File: src/rtl/core/ltve_pkg.sv
`timescale 1ns / 1ps

package ltve_pkg;

  localparam int unsigned MaxTagChars = 8;
  localparam int unsigned NumberChars = 5;

  localparam logic [7:0] CharNewline = 8'h0A;
  localparam logic [7:0] CharSemi    = 8'h3B;
  localparam logic [7:0] CharPlus    = 8'h2B;
  localparam logic [7:0] CharMinus   = 8'h2D;
  localparam logic [7:0] CharZero    = 8'h30;
  localparam logic [7:0] CharNine    = 8'h39;
  localparam logic [7:0] CharSpace   = 8'h20;
  localparam logic [7:0] CharTab     = 8'h09;
  localparam logic [7:0] CharCr      = 8'h0D;
  localparam logic [7:0] CharNul     = 8'h00;

  localparam logic [15:0] NoTagValue   = 16'd255;
  localparam logic [7:0]  LineCountMax = 8'hFF;
  localparam logic [7:0]  MaxLineReset = 8'd32;

  typedef enum logic [1:0] {
    CFG_TAG_TEXT  = 2'd0,
    CFG_TAG_LEN   = 2'd1,
    CFG_MAX_LINE  = 2'd2,
    CFG_UNUSED    = 2'd3
  } cfg_index_t;

  // atoi scan phase over the captured characters
  typedef enum logic [1:0] {
    PH_LEAD,
    PH_DIGITS,
    PH_DONE
  } parse_phase_t;

endpackage

File: src/rtl/core/line_tag_value_extractor_core.sv
`timescale 1ns / 1ps

// the item that closes a line loads its result into the output register or the skid entry
// throughput: one item per unstalled cycle; line state and number scan update once per item
// an output register with one skid entry behind it; the input stalls only while both hold a result
// reset (rst_n low, synchronous): line state and output queue cleared,
// tag_text 0, tag_length 0, max_line_length 32
module line_tag_value_extractor_core
  import ltve_pkg::*;
(
  input  logic        clk,
  input  logic        rst_n,
  input  logic        in_valid,
  output logic        in_stall,
  input  logic [7:0]  in_rx_byte,
  output logic        out_valid,
  input  logic        out_stall,
  output logic [15:0] out_sensor_value,
  output logic        out_tag_found,
  input  logic        cfg_valid,
  output logic        cfg_ready,
  input  logic [1:0]  cfg_index,
  input  logic [63:0] cfg_data
);

  logic [63:0] tag_text_r;
  logic [3:0]  tag_len_r;
  logic [7:0]  max_line_r;

  logic [63:0]  recent_r, recent_nxt;
  logic [7:0]   count_r, count_nxt;
  logic         ended_r, ended_nxt;
  logic         match_r, match_nxt;
  logic         cap_done_r, cap_done_nxt;
  logic [2:0]   cap_count_r, cap_count_nxt;
  parse_phase_t phase_r, phase_nxt;
  logic         neg_r, neg_nxt;
  logic [15:0]  val_r, val_nxt;

  logic        out_valid_r, out_valid_nxt;
  logic [15:0] out_value_r, out_value_nxt;
  logic        out_found_r, out_found_nxt;
  logic        skid_valid_r, skid_valid_nxt;
  logic [15:0] skid_value_r, skid_value_nxt;
  logic        skid_found_r, skid_found_nxt;

  logic [3:0]  tl;
  logic        tl_cut;
  logic [7:0]  limit;
  logic        accept;
  logic        pop;
  logic [7:0]  c;
  logic        m0;
  logic        capture;
  logic        emit;
  logic        emit_found;
  logic [15:0] emit_value;
  logic [15:0] parsed;
  logic        is_space;
  logic        is_digit;
  logic        is_sign;
  logic [15:0] digit;
  logic [6:0]  win_shift;
  logic [63:0] window;
  logic [63:0] mask;

  assign cfg_ready = 1'b1;
  assign accept    = in_valid && !in_stall;
  assign pop       = out_valid_r && !out_stall;
  assign c         = in_rx_byte;

  always_ff @(posedge clk) begin
    if (!rst_n) begin
      tag_text_r <= '0;
      tag_len_r  <= '0;
      max_line_r <= MaxLineReset;
    end else if (cfg_valid && cfg_ready) begin
      unique case (cfg_index_t'(cfg_index))
        CFG_TAG_TEXT: tag_text_r <= cfg_data;
        CFG_TAG_LEN:  tag_len_r  <= cfg_data[3:0];
        CFG_MAX_LINE: max_line_r <= cfg_data[7:0];
        CFG_UNUSED:   ;
        default:      ;
      endcase
    end
  end

  // tag length capped and cut at the first zero byte in the tag
  always_comb begin
    tl     = (tag_len_r > 4'(MaxTagChars)) ? 4'(MaxTagChars) : tag_len_r;
    tl_cut = 1'b0;
    for (int k = 0; k < MaxTagChars; k++) begin
      if (!tl_cut && (4'(k) < tl) && (tag_text_r[8*k +: 8] == CharNul)) begin
        tl     = 4'(k);
        tl_cut = 1'b1;
      end
    end
  end

  assign limit = (max_line_r >= 8'd2) ? max_line_r - 8'd1 : 8'd1;

  assign is_space = (c == CharSpace) || ((c >= CharTab) && (c <= CharCr));
  assign is_digit = (c >= CharZero) && (c <= CharNine);
  assign is_sign  = (c == CharPlus) || (c == CharMinus);
  assign digit    = {12'd0, 4'(c - CharZero)};

  assign m0 = match_r || ((tl == 4'd0) && (count_r == 8'd0) && !ended_r);

  // window over the recent bytes with the new byte shifted in
  assign win_shift = 7'd64 - {tl, 3'b000};
  assign window    = {c, recent_r[63:8]} >> win_shift;
  assign mask      = (tl >= 4'(MaxTagChars)) ? '1 : ((64'd1 << {tl, 3'b000}) - 64'd1);

  // scan phase: next-state logic, one captured character per item
  always_comb begin
    phase_nxt = phase_r;
    neg_nxt   = neg_r;
    val_nxt   = val_r;
    if (capture) begin
      unique case (phase_r)
        PH_LEAD: begin
          if (is_digit) begin
            val_nxt   = digit;
            phase_nxt = PH_DIGITS;
          end else if (is_sign) begin
            neg_nxt   = (c == CharMinus);
            phase_nxt = PH_DIGITS;
          end else if (!is_space) begin
            phase_nxt = PH_DONE;
          end
        end
        PH_DIGITS: begin
          if (is_digit) begin
            val_nxt = (val_r << 3) + (val_r << 1) + digit;
          end else begin
            phase_nxt = PH_DONE;
          end
        end
        PH_DONE: ;
        default: phase_nxt = PH_DONE;
      endcase
    end
  end

  // scan output
  assign parsed = neg_nxt ? 16'd0 - val_nxt : val_nxt;

  always_comb begin
    recent_nxt    = recent_r;
    count_nxt     = count_r;
    ended_nxt     = ended_r;
    match_nxt     = m0;
    cap_done_nxt  = cap_done_r;
    cap_count_nxt = cap_count_r;
    capture       = 1'b0;
    emit          = 1'b0;

    if (c == CharNewline) begin
      emit = 1'b1;
    end else begin
      if (count_r != LineCountMax) begin
        count_nxt = count_r + 8'd1;
      end
      if (c == CharNul) begin
        ended_nxt = 1'b1;
      end else if (!ended_r) begin
        if (m0) begin
          if (!cap_done_r) begin
            if (c == CharSemi) begin
              cap_done_nxt = 1'b1;
            end else if (cap_count_r < 3'(NumberChars)) begin
              capture       = 1'b1;
              cap_count_nxt = cap_count_r + 3'd1;
              if (cap_count_nxt >= 3'(NumberChars)) begin
                cap_done_nxt = 1'b1;
              end
            end else begin
              cap_done_nxt = 1'b1;
            end
          end
        end else begin
          recent_nxt = {c, recent_r[63:8]};
          if ((tl != 4'd0) && (count_nxt >= {4'd0, tl}) &&
              ((window & mask) == (tag_text_r & mask))) begin
            match_nxt = 1'b1;
          end
        end
      end
      if (count_nxt >= limit) begin
        emit = 1'b1;
      end
    end
  end

  assign emit_found = match_nxt;
  assign emit_value = match_nxt ? parsed : NoTagValue;

  always_ff @(posedge clk) begin
    if (!rst_n) begin
      recent_r    <= '0;
      count_r     <= '0;
      ended_r     <= 1'b0;
      match_r     <= 1'b0;
      cap_done_r  <= 1'b0;
      cap_count_r <= '0;
      phase_r     <= PH_LEAD;
      neg_r       <= 1'b0;
      val_r       <= '0;
    end else if (accept) begin
      if (emit) begin
        recent_r    <= '0;
        count_r     <= '0;
        ended_r     <= 1'b0;
        match_r     <= 1'b0;
        cap_done_r  <= 1'b0;
        cap_count_r <= '0;
        phase_r     <= PH_LEAD;
        neg_r       <= 1'b0;
        val_r       <= '0;
      end else begin
        recent_r    <= recent_nxt;
        count_r     <= count_nxt;
        ended_r     <= ended_nxt;
        match_r     <= match_nxt;
        cap_done_r  <= cap_done_nxt;
        cap_count_r <= cap_count_nxt;
        phase_r     <= phase_nxt;
        neg_r       <= neg_nxt;
        val_r       <= val_nxt;
      end
    end
  end

  // output register with a skid entry behind it
  always_comb begin
    out_valid_nxt  = out_valid_r;
    out_value_nxt  = out_value_r;
    out_found_nxt  = out_found_r;
    skid_valid_nxt = skid_valid_r;
    skid_value_nxt = skid_value_r;
    skid_found_nxt = skid_found_r;
    priority if (skid_valid_r) begin
      if (pop) begin
        out_value_nxt  = skid_value_r;
        out_found_nxt  = skid_found_r;
        skid_valid_nxt = 1'b0;
      end
    end else if (accept && emit) begin
      if (!out_valid_r || pop) begin
        out_valid_nxt = 1'b1;
        out_value_nxt = emit_value;
        out_found_nxt = emit_found;
      end else begin
        skid_valid_nxt = 1'b1;
        skid_value_nxt = emit_value;
        skid_found_nxt = emit_found;
      end
    end else if (pop) begin
      out_valid_nxt = 1'b0;
    end
  end

  always_ff @(posedge clk) begin
    if (!rst_n) begin
      out_valid_r  <= 1'b0;
      skid_valid_r <= 1'b0;
    end else begin
      out_valid_r  <= out_valid_nxt;
      skid_valid_r <= skid_valid_nxt;
    end
  end

  always_ff @(posedge clk) begin
    out_value_r  <= out_value_nxt;
    out_found_r  <= out_found_nxt;
    skid_value_r <= skid_value_nxt;
    skid_found_r <= skid_found_nxt;
  end

  assign in_stall         = skid_valid_r;
  assign out_valid        = out_valid_r;
  assign out_sensor_value = out_value_r;
  assign out_tag_found    = out_found_r;

  a_skid_behind_out: assert property (@(posedge clk) disable iff (!rst_n)
    skid_valid_r |-> out_valid_r)
    else $error("skid entry held while output register empty");

  a_capture_bound: assert property (@(posedge clk) disable iff (!rst_n)
    (cap_count_r == 3'(NumberChars)) |-> cap_done_r)
    else $error("capture full but not closed");

  a_capture_needs_match: assert property (@(posedge clk) disable iff (!rst_n)
    (cap_count_r != 3'd0) |-> match_r)
    else $error("characters captured without a tag match");

  a_emit_clears_line: assert property (@(posedge clk) disable iff (!rst_n)
    (accept && emit) |=> (count_r == 8'd0) && !match_r && (cap_count_r == 3'd0))
    else $error("line state not cleared after a result");

endmodule

File: config.mk
export PLATFORM = sky130hd
export DESIGN_NAME = line_tag_value_extractor_core
export DESIGN_NICKNAME = d
export VERILOG_FILES = /design/src/rtl/core/ltve_pkg.sv /design/src/rtl/core/line_tag_value_extractor_core.sv
export SDC_FILE = /design/constraint.sdc
export NUM_CORES = 1
export LEC_CHECK = 0
export BUFFER_PORTS_ARGS = -buffer_cell sky130_fd_sc_hd__buf_2
export CORE_MARGIN = 4
export CORE_UTILIZATION = 50
export DETAILED_ROUTE_END_ITERATION = 7
export PLACE_DENSITY_LB_ADDON = 0.12
export SETUP_SLACK_MARGIN = 0.02
export SLEW_MARGIN = 30
export SYNTH_ARGS = -nofsm -noshare
export SYNTH_HDL_FRONTEND = slang
export SYNTH_SLANG_ARGS = --single-unit
File: constraint.sdc
create_clock -name clk -period 13 [get_ports clk]
set_clock_uncertainty 0.1 [all_clocks]
set_input_delay 0.65 -clock clk [delete_from_list [all_inputs] [get_ports clk]]
set_output_delay 0.65 -clock clk [all_outputs]
set_load 0.005 [all_outputs]
Word level (Yosys, flattened, before mapping) --
Index checks and enable logic that the tools add are counted. Widths: inputs -> output; s select.
Word-level totals: bits of input ports 79, register bits after elaboration 209, word-level logic and storage cells 242
Operators by class: order comparisons 19, reductions and logical operators 72, $add $sub $neg 9, bitwise operators 4, equal/unequal tests 22, shift operators 2, multiplexer cells 96
Operators with widths (count):
- $mux 64 | 6
- $mux 16 | 10
- $and 64x64->64 | 2
- $logic_not 8->1 | 10
- $eq 64x64->1 | 1
- $shl 1x7->64 const A | 1
- $shr 64x7->64 | 1
- $sub 64x1->64 const B | 1
- $mux 1 | 50
- $mux 8 | 5
- $mux 4 | 9
- $eq 8x6->1 const B | 4
- $pmux 16 s2 | 1
- $logic_and 1x1->1 | 24
- $mux 3 | 8
- $add 16x16->16 | 1
- $add 16x4->16 | 1
- $lt 3x4->1 const A | 4
- $sub 1x16->16 const A | 1
- $reduce_and 5->1 | 3
- $reduce_bool 2->1 | 7
- $mux 2 | 6
- $reduce_and 3->1 | 4
- $logic_not 1->1 | 11
- 34 further kinds | 53

Longest topological paths before layout --
depth in word-level cells 48, gate-level depth with buffers 28, gate-level depth less buffers 25

Worst setup path after synthesis --
No wires, ideal clock.
kind register to register, start point register tag_text_r[21], end point register out_value_r[7] (netlist: out_sensor_value[7]), data pin, data required time 12.634 ns, data arrival time 5.958 ns, path slack 6.676 ns, stages on the path, launching flop included 26, path through dfxtp_1 -> buf_2 -> or4_4 -> a211oi_1 -> a221oi_1 -> or4_1 -> buf_2 -> mux2i_4 -> nor2_4 -> clkbuf_1 -> ha_1 -> clkbuf_1 -> buf_1 -> clkbuf_1 -> nor2_1 -> o21ai_0 -> o31ai_1 -> a211o_1 -> o2111ai_1 -> o31ai_1 -> a311oi_1 -> o221ai_1 -> or4_1 -> o21ai_4 -> buf_4 -> o21ai_1
On the way: longest elaborated chain between the ends 38
RTL lines:
- from (decl) | line line_tag_value_extractor_core.sv:26 | logic [63:0] tag_text_r;
- from (signal assigned) | line line_tag_value_extractor_core.sv:79 | CFG_TAG_TEXT: tag_text_r <= cfg_data;
- $logic_not 8->1 | line line_tag_value_extractor_core.sv:93 | if (!tl_cut && (4'(k) < tl) && (tag_text_r[8*k +: 8] == CharNul)) begin
- $logic_and 1x1->1 | line line_tag_value_extractor_core.sv:93
- $mux 4 / $mux 1 (equally long branches) | line line_tag_value_extractor_core.sv:93
- $lt 2x4->1 / $logic_not 1->1 (equally long branches) | line line_tag_value_extractor_core.sv:93
- $logic_and 1x1->1 (2 in series) | line line_tag_value_extractor_core.sv:93
- $mux 4 / $mux 1 (equally long branches) | line line_tag_value_extractor_core.sv:93
- $lt 3x4->1 / $logic_not 1->1 (equally long branches) | line line_tag_value_extractor_core.sv:93
- $logic_and 1x1->1 (2 in series) | line line_tag_value_extractor_core.sv:93
- [22 not listed]
- $mux 1 | line line_tag_value_extractor_core.sv:164 | if (c == CharNul) begin
- $mux 1 * | line line_tag_value_extractor_core.sv:158 | if (c == CharNewline) begin
- via emit_found | line line_tag_value_extractor_core.sv:56 | logic emit_found;
- $mux 16 * | line line_tag_value_extractor_core.sv:196 | assign emit_value = match_nxt ? parsed : NoTagValue;
- $mux 16 * | line line_tag_value_extractor_core.sv:249 | if (!out_valid_r || pop) begin
- $mux 16 * | line line_tag_value_extractor_core.sv:248 | end else if (accept && emit) begin
- $mux 16 * | line line_tag_value_extractor_core.sv:242 | priority if (skid_valid_r) begin
- via out_value_nxt[7] | line line_tag_value_extractor_core.sv:41 | logic [15:0] out_value_r, out_value_nxt;
- to (signal assigned) | line line_tag_value_extractor_core.sv:274 | out_value_r <= out_value_nxt;
- to (decl) | line line_tag_value_extractor_core.sv:41
The timed path passes the listed nets; every way through them passes the cells marked *. The select of a mux whose other input is x is not followed. A chain may end at the register's enable or synchronous reset.

Worst setup path after layout --
start point register tag_text_r[24], end point register skid_value_r[5], data pin
On the way: longest elaborated chain between the ends 31
RTL lines:
- $logic_not 8->1 | line line_tag_value_extractor_core.sv:93
- $logic_and 1x1->1 | line line_tag_value_extractor_core.sv:93
- $mux 4 / $mux 1 (equally long branches) | line line_tag_value_extractor_core.sv:93
- $lt 3x4->1 / $logic_not 1->1 (equally long branches) | line line_tag_value_extractor_core.sv:93
- $logic_and 1x1->1 (2 in series) | line line_tag_value_extractor_core.sv:93
- $mux 4 / $mux 1 (equally long branches) | line line_tag_value_extractor_core.sv:93
- $lt 3x4->1 / $logic_not 1->1 (equally long branches) | line line_tag_value_extractor_core.sv:93
- $logic_and 1x1->1 (2 in series) | line line_tag_value_extractor_core.sv:93
- [14 not listed]
- $logic_and 1x1->1 / $mux 1 (equally long branches) | line line_tag_value_extractor_core.sv:183, line_tag_value_extractor_core.sv:166
- $mux 1 (on tied branches) | line line_tag_value_extractor_core.sv:183, line_tag_value_extractor_core.sv:164
- $mux 1 (on tied branches) | line line_tag_value_extractor_core.sv:167, line_tag_value_extractor_core.sv:158
- $mux 1 / $mux 16 (equally long branches) | line line_tag_value_extractor_core.sv:166, line_tag_value_extractor_core.sv:119
- $mux 1 / $sub 1x16->16 (equally long branches) | line line_tag_value_extractor_core.sv:164, line_tag_value_extractor_core.sv:146
- $mux 1 / $mux 16 (equally long branches) | line line_tag_value_extractor_core.sv:158, line_tag_value_extractor_core.sv:146
- $mux 16 * | line line_tag_value_extractor_core.sv:196
- via emit_value[5] | line line_tag_value_extractor_core.sv:57 | logic [15:0] emit_value;
- to (signal assigned) | line line_tag_value_extractor_core.sv:276 | skid_value_r <= skid_value_nxt;
- to (decl) | line line_tag_value_extractor_core.sv:44 | logic [15:0] skid_value_r, skid_value_nxt;
The timed path passes the listed nets; every way through them passes the cells marked *.

==> flow_metrics.env <==
export IMPL_cts_resized=0
export IMPL_drv_cap=0
export IMPL_final_common_cell="nand2_1"
export IMPL_grt_pass1_wl_um=84640
export IMPL_ys_seq_elements=201
export IMPL_ant_nets=0
export IMPL_final_area_um2=15980
export IMPL_antenna_found_initial=0
export IMPL_cp_end_kind="flip-flop"
export IMPL_diodes=0
export IMPL_pre_cts_slack_ns=4.547
export IMPL_synth_distinct_cells=95
export IMPL_holdCritPathClass="in -> reg"
export IMPL_fin_setup_tns_ns=0
export IMPL_gp_congestion=1.013
export IMPL_grt_overflow_total=0
export IMPL_cts_root_buffer="clkbuf_16"
export IMPL_fmax_mhz=114.9
export IMPL_rrSetupSlack_ns=4.30
export IMPL_post_dp_cell_area_um2=15210
export IMPL_track_usage_pct=34.02
export IMPL_syn_area_per_cell_um2=7.598
export IMPL_nFillCells=2737
export IMPL_fp_row_count=62
export IMPL_port_buffers=97
export IMPL_synthCells=1917
export IMPL_clk_path_buf_depth=3
export IMPL_cts_buffers_inserted=23
export IMPL_cts_tree="yes"
export IMPL_cts_setup_buffers=0
export IMPL_initialDrtViolationCount=1855
export IMPL_dp_hpwl_um=40710
export IMPL_hold_viol_final=0
export IMPL_synth_flop_cell="dfxtp_1"
export IMPL_yosysWarnings=0
export IMPL_p_leak_nw=5.954
export IMPL_utilization_pct=55.68
export IMPL_status="complete, no violations"
export IMPL_fin_ws_ns=4.297
export IMPL_die_w_um=178.7
export IMPL_syn2layout_area_growth_pct=9.724
export IMPL_slew_violations=0
export IMPL_max_slew_margin_pct=33.70
export IMPL_via_count=15390
export IMPL_h_tree_depth=1
export IMPL_rsz0062_at_grt="false"
export IMPL_grt_pass1_vias=14170
export IMPL_avgRoutedWirePerCell_um=24.01
export IMPL_synth_edff_count=34
export IMPL_netlist_area_um2=14570
export IMPL_power_density_nw_per_um2=104.5
export IMPL_start_kind="flip-flop"
export IMPL_tightest_slew_ns=0.9853
export IMPL_synthesis_nets=2050
export IMPL_grt_max_degree=100
export IMPL_async_flop_share_pct=0
export IMPL_nets=2066
export IMPL_ios=99
export IMPL_finalCriticalPeriod_ns=8.703
export IMPL_ys_seq_area_share_pct=29.96
export IMPL_worst_skew_pair_late_latency_ns=0.52
export IMPL_cts_hold_fix_buffers=0
export IMPL_cp_max_fo=58
export IMPL_drc_errors=0
export IMPL_clk_pin_slew_ns=0.06
export IMPL_crit_type="reg -> reg"
export IMPL_cts_sinks=201
export IMPL_setup_viol=0
export IMPL_final_cell_mix="260 x nand2_1, 219 x nor2_1, 189 x a21oi_1, 167 x dfxtp_1, 98 x buf_2"
export IMPL_viasPerCell=6.595
export IMPL_wl_um=56040
export IMPL_start_util_pct=50.75
export IMPL_die_y_um=178.7
export IMPL_die_area_um2=31920
export IMPL_worstPathRequired_ns=13.13
export IMPL_core_area_um2=28700
export IMPL_worstPathArrival_ns=8.83
export IMPL_fin_crit_sh_pct=66.94
export IMPL_ir_drop_uv=101.5
export IMPL_drive_gt1_share_pct=11.38
export IMPL_first_pass_iters=6
metal layers:
| layer | GRT usage, % | vias to the layer above | wire length (um) |
|---|---|---|---|
| met5 | 0 | - | 0 |
| met4 | 16.66 | 0 | 3206 |
| met3 | 5.799 | 179 | 5099 |
| met2 | 54.18 | 791 | 25150 |
| met1 | 44.78 | 7336 | 22580 |
| li1 | - | 7086 | - |
flip-flops by register name, summed over array words and instances, names as in the netlist, 3 cells and up:
name and count:
skid_value_r 16, cap_count_r 3, recent_r 56, tag_len_r 4, tag_text_r 64, out_sensor_value 16
max_line_r 8, count_r 8, val_r 16
critical path: stages, from the launching register on:
cell      delay, ns
dfxtp_1        0.41
nor4_1         0.88
and2_1         0.37
or4_1          0.43
a21oi_1        0.17
nor4_4         0.42
mux2i_4        0.11
buf_4          0.29
nor2_4         0.15
buf_4          0.34
ha_2           0.23
buf_4          0.58
clkinv_1       0.14
buf_4          0.32
nor2_1         0.15
buf_4          0.30
nand3_1        0.40
o221a_2        0.46
o211ai_1       0.20
xor2_1         0.15
nor3_1         0.17
a32oi_1        0.15
or4_1          0.58
o21ai_4        0.69
nand2_1        0.13
cells in the mapped netlist, drive strengths merged, types with 7 or more instances:
cell type	instances	area share, %
nand3	56	1.9
or4	16	0.88
inv	40	1.0
a21oi	189	6.5
mux2	16	1.3
nand4	15	0.64
a21o	10	0.52
nor2	221	5.8
ha	52	4.5
nor4b	8	0.48
buf	33	1.3
o211ai	14	0.72
and3	15	0.64
edfxtp	34	7.0
clkbuf	104	2.7
xnor2	36	2.2
a311oi	7	0.42
a211oi	18	0.93
a31oi	28	1.2
a22oi	74	3.8
a221oi	9	0.54
nand2b	17	0.73
and2	21	0.90
nor4	23	1.2
nand2	260	6.7
or2	10	0.43
o22ai	22	0.94
a211o	7	0.42
nor2b	13	0.56
o221ai	9	0.54
o31ai	10	0.52
dfxtp	167	23
xor2	28	1.7
nor3	53	1.9
mux2i	46	3.2
o21ai	95	3.3
o21a	14	0.72
or3	15	0.64
area by class of cell:
class / instances / area, um2 / area share (%)
flip-flops and latches: 201 / 4364 / 27.31
inverters: 43 / 166.4 / 1.041
well taps: 384 / 480.5 / 3.006
clock buffers: 28 / 614.3 / 3.844
multi-input cells: 1536 / 9490 / 59.38
repair buffers: 128 / 715.7 / 4.478
clock inverters: 14 / 150.1 / 0.9395
power breakdown:
part           switching, mW  leakage, nW  internal (mW)
registers             0.0256         1.65          0.648
clock network          0.263        0.373          0.395
logic                  0.229         3.93          0.110
stage by stage:
| step | total power [mW] | instances | hold WS (ns) |
|---|---|---|---|
| floorplan | 0.9046 | 1917 | 0.3370 |
| detailed placement | 1.013 | 2292 | 0.3557 |
| finish | 1.670 | 2334 | 0.2579 |
| global placement | 1.012 | 2291 | 0.3437 |
| global route | 1.732 | 2334 | 0.2562 |
| CTS | 1.673 | 2334 | 0.2268 |
worst paths after layout:
check                           cells after the start                         from                    endpoint
worst max register to register                     24  tag_text_r[24]$_SDFFE_PN0P_   skid_value_r[5]$_DFFE_PP_
worst min-delay path                                2                        rst_n  max_line_r[5]$_SDFFE_PN1P_
worst max-delay path                               24  tag_text_r[24]$_SDFFE_PN0P_   skid_value_r[5]$_DFFE_PP_
worst min register to register                      2      cap_done_r$_SDFFE_PN0P_     cap_done_r$_SDFFE_PN0P_
kinds of logic after synthesis:
| family | count (synthesis) | share of synthesized area [%] |
|---|---|---|
| adders and majority gates | 54 | 4.742 |
| other | 1 | 0.02575 |
| muxes | 68 | 5.438 |
| xor gates and xnor gates | 64 | 3.848 |
| DFF | 201 | 29.96 |
| AOI/OAI and AO/OA | 583 | 26.11 |
| and+or+nand+nor | 766 | 24.78 |
| buffers and inverters | 180 | 5.085 |
Power figures use the tool's default switching activity.
